`src/rtl/tcse_pkg.sv`:
```
// Shared constants for the text console scroll engine.
`default_nettype none

package tcse_pkg;

  // default geometry
  localparam int unsigned COLUMNS_DEF      = 80;
  localparam int unsigned ROWS_DEF         = 25;
  localparam int unsigned HISTORY_ROWS_DEF = 64;

  // cell word: colour in the high byte, character in the low byte
  localparam int unsigned CELL_W = 16;

  localparam logic [7:0] SPACE_CODE   = 8'h20;
  localparam logic [7:0] NEWLINE_CODE = 8'h0A;

  // operation codes
  localparam logic [1:0] FUNC_PUT   = 2'd0;
  localparam logic [1:0] FUNC_CLEAR = 2'd1;
  localparam logic [1:0] FUNC_READ  = 2'd2;

  // configuration register indexes
  localparam logic CFG_DEFAULT_COLOR = 1'b0;
  localparam logic CFG_BLANK_ROWS    = 1'b1;

  localparam logic [7:0] DEFAULT_COLOR_RST = 8'h07;
  localparam logic [4:0] BLANK_ROWS_RST    = 5'd2;

  localparam int unsigned BLANK_W  = 5;
  localparam int unsigned CURSOR_W = 11;
  localparam int unsigned WINDOW_W = 6;

endpackage

`default_nettype wire

```
`src/rtl/tcse_view.sv`:
```
// Window top and flat cursor from the write row, keeping blank rows free below.
`default_nettype none

module tcse_view
  import tcse_pkg::*;
#(
  parameter int unsigned COLUMNS      = COLUMNS_DEF,
  parameter int unsigned ROWS         = ROWS_DEF,
  parameter int unsigned HISTORY_ROWS = HISTORY_ROWS_DEF
) (
  input  wire logic [$clog2(HISTORY_ROWS)-1:0] row_i,
  input  wire logic [BLANK_W-1:0]              blank_rows_i,
  output logic      [$clog2(HISTORY_ROWS)-1:0] window_o,
  output logic      [CURSOR_W-1:0]             cursor_o
);

  localparam int unsigned RW = $clog2(HISTORY_ROWS);
  localparam int unsigned VW = (RW > 6 ? RW : 6) + 1;
  localparam int unsigned PW = VW + 9;

  logic [VW-1:0] blanks;
  logic [VW-1:0] writable;
  logic [VW-1:0] row_x;
  logic [VW-1:0] line;
  logic [VW-1:0] win_x;
  logic [PW-1:0] prod;

  always_comb begin
    // a blank count of ROWS or more leaves one writable row
    blanks   = (VW'(blank_rows_i) >= VW'(ROWS)) ? VW'(ROWS - 1) : VW'(blank_rows_i);
    writable = VW'(ROWS) - blanks;
    row_x    = VW'(row_i);
    if (row_x >= writable) begin
      win_x = row_x - writable + VW'(1);
      line  = writable - VW'(1);
    end else begin
      win_x = '0;
      line  = row_x;
    end
    window_o = win_x[RW-1:0];
    prod     = PW'(line) * PW'(COLUMNS);
    cursor_o = prod[CURSOR_W-1:0];
  end

endmodule

`default_nettype wire

```
`config.mk`:
```
export PLATFORM = sky130hd
export DESIGN_NAME = tcse_view
export DESIGN_NICKNAME = d
export VERILOG_FILES = /design/src/rtl/tcse_pkg.sv /design/src/rtl/tcse_view.sv
export SDC_FILE = /design/constraint.sdc
export NUM_CORES = 1
export LEC_CHECK = 0
export ABC_AREA = 1
export BUFFER_PORTS_ARGS = -buffer_cell sky130_fd_sc_hd__buf_2
export CAP_MARGIN = 25
export CORE_UTILIZATION = 50
export DETAILED_ROUTE_END_ITERATION = 8
export PLACE_DENSITY = 0.8
export SYNTH_ARGS = -nofsm -noshare
export SYNTH_HDL_FRONTEND = slang
export SYNTH_SLANG_ARGS = --single-unit
```
`constraint.sdc`:
```
create_clock -name vclk -period 5.3
set_clock_uncertainty 0.2 [all_clocks]
set_input_delay 0.53 -clock vclk [all_inputs]
set_output_delay 0.53 -clock vclk [all_outputs]
set_load 0.05 [all_outputs]
```
==> results.sh <==
export IMPL_worst_path_max_delay_cell="ha_2"
export IMPL_min_path_type="input port to primary output"
export IMPL_synth_compound_area_share_pct=9.337
export IMPL_synth_xor_area_share_pct=7.578
export IMPL_track_usage_pct=20.45
export IMPL_drive_gt1_share_pct=26.67
export IMPL_cp_max_fo=9
export IMPL_synth_area_leader_cell="ha_1"
export IMPL_ant_nets=0
export IMPL_vias=921
export IMPL_muxShareOfSynthArea_pct=0
export IMPL_critPathLaunchType="input port"
export IMPL_n_fill_cell=181
export IMPL_hold_viol=0
export IMPL_max_cap_violations=0
export IMPL_die_area_sq_um=2025
export IMPL_syn_to_final_growth_pct=16.92
export IMPL_dr_pass1_iters=4
export IMPL_synth_simple_area_share_pct=31.53
export IMPL_antennaDiodeCount=0
export IMPL_placed_area_sq_um=1054
export IMPL_nFlopsAndLatches=0
export IMPL_post_drt_wl_per_cell_um=10.53
export IMPL_yosys_area_top_type_share_pct=29.77
export IMPL_crit_family="adder cells"
export IMPL_globalplace_congestion=0.8456
export IMPL_nNetsFinal=202
export IMPL_synth_yosys_seq_area_share_pct=0
export IMPL_detail_route_iter0_violations=7
export IMPL_maxSlewViolCount=0
export IMPL_synthAdderAreaFrac_pct=34.10
export IMPL_first_global_vias=839
export IMPL_crit_top_cell="nand2_1"
export IMPL_crit_arrival_ps=4240
export IMPL_setup_viol=0
export IMPL_fmax_ghz=0.2011
export IMPL_status="finished, final reports clean"
export IMPL_cp_required_ps=4570
export IMPL_placeableCoreArea_sq_um=1727
export IMPL_final_seq_area_sq_um=0
export IMPL_grt_pass1_wl_mm=3.215
export IMPL_synth_top_family_by_area="adder cells"
export IMPL_initial_utilization_pct=53.55
export IMPL_yosysMostFrequentCell="inv_1"
export IMPL_avgSynthCellArea_sq_um=6.558
export IMPL_hpwl_mm=1.757
export IMPL_overflow=0
export IMPL_die_w_um=45.01
export IMPL_path_class="input port to primary output"
export IMPL_final_area_sq_um=1081
export IMPL_ys_warn_count=0
export IMPL_routed_via_density=4.847
export IMPL_power_density_nw_per_um2=286.5
export IMPL_yosys_top_cells_area="ha_1, inv_1, nand2_1"
export IMPL_ioPinCount=28
export IMPL_worstSetupPathDepth=26
export IMPL_min_period_ps=4974
export IMPL_min_path_cells=4
export IMPL_critPathBufInv=6
export IMPL_grt_max_degree=12
export IMPL_finalWirelength_mm=2.000
export IMPL_ys_top_cells_by_count="inv_1, nand2_1, ha_1"
export IMPL_p_leak_nw=0.6634
export IMPL_portBuffers=24
export IMPL_antenna_found_initial=0
export IMPL_finalCritPeriodShare_pct=93.84
export IMPL_max_stage_delay_ps=380
export IMPL_ir_drop_v=0.0001511
export IMPL_finalSetupTns_ps=0
export IMPL_route_detailed_drc=0
export IMPL_syn_area_sq_um=924.6
export IMPL_critPathCaptureType="primary output"
export IMPL_fp_dieH_um=45.01
export IMPL_clockBufferCount=0
export IMPL_num_rows=15
export IMPL_synth_cells=141
export IMPL_ys_types=24
==> cells in the final DEF (no fill, tap or decap), types with 4 or more instances in the layout <==
master    n
a21oi_1   4
buf_2    23
conb_1    4
ha_1     21
inv_1    27
nand2_1  23
nand2_2   6
nand3_1  10
nor2_1   10
o21ai_1   4
xor2_1    5
==> routing by layer <==
layer	track usage, %	up-vias	wire length [um]
li1	-	491	-
met1	24.21	411	853
met2	41.45	19	1062
met3	1.200	0	85
met4	0.6061	0	0
met5	0	-	0
==> logic make-up (layout without fill, tap and decap cells) <==
logic type,Yosys count,count (layout)
buffers and inverters,35,56
AND/OR/NAND/NOR,58,58
AO/OA/AOI/OAI,15,15
XOR/XNOR,8,8
other,1,4
adder cells (fa/ha/maj),24,24
==> path summary, 6_finish.rpt <==
path / from / endpoint / slack (ps)
setup / recovery: blank_rows_i[3] / cursor_o[10] / 330
hold / removal: row_i[1] / cursor_o[5] / 1350
==> area by class of cell <==
class	count	area (sq um)	area share (%)
tap	25	31.28	2.894
multi-input combinational	109	792.0	73.26
timing repair buffer	27	145.1	13.43
inverter	29	112.6	10.42
==> timing repair <==
| action | in CTS | in global routing |
|---|---|---|
| setup buffers | 0 | 2 |
| hold buffers | 0 | 0 |
| gates resized for setup | 0 | 5 |
| setup endpoints to repair | 0 | 1 |
==> metrics by stage <==
| stage | total power, W | setup slack (ps) | hold slack (ps) | cells | util (%) |
|---|---|---|---|---|---|
| 6_report | 0.0003097 | 326.4 | 1353 | 190 | 62.61 |
| 5_1_grt | 0.0003346 | -17.79 | 1394 | 190 | 62.61 |
| 4_1_cts | 0.0003035 | 207.2 | 1355 | 188 | 61.01 |
| 3_5_place_dp | 0.0003018 | 224.9 | 1354 | 188 | 61.01 |
| 3_3_place_gp | 0.0002944 | 321.1 | 1347 | 188 | 61.01 |
| 2_1_floorplan | 0.0002547 | 4.005 | 1229 | 144 | - |
==> power breakdown <==
part / total (W) / switching [W] / leakage, nW / internal [W]
clock: 0 / 0 / 0 / 0
combinational: 0.000310 / 0.000222 / 0.663 / 0.0000874
sequential: 0 / 0 / 0 / 0
(Power assumes the default switching activity.)
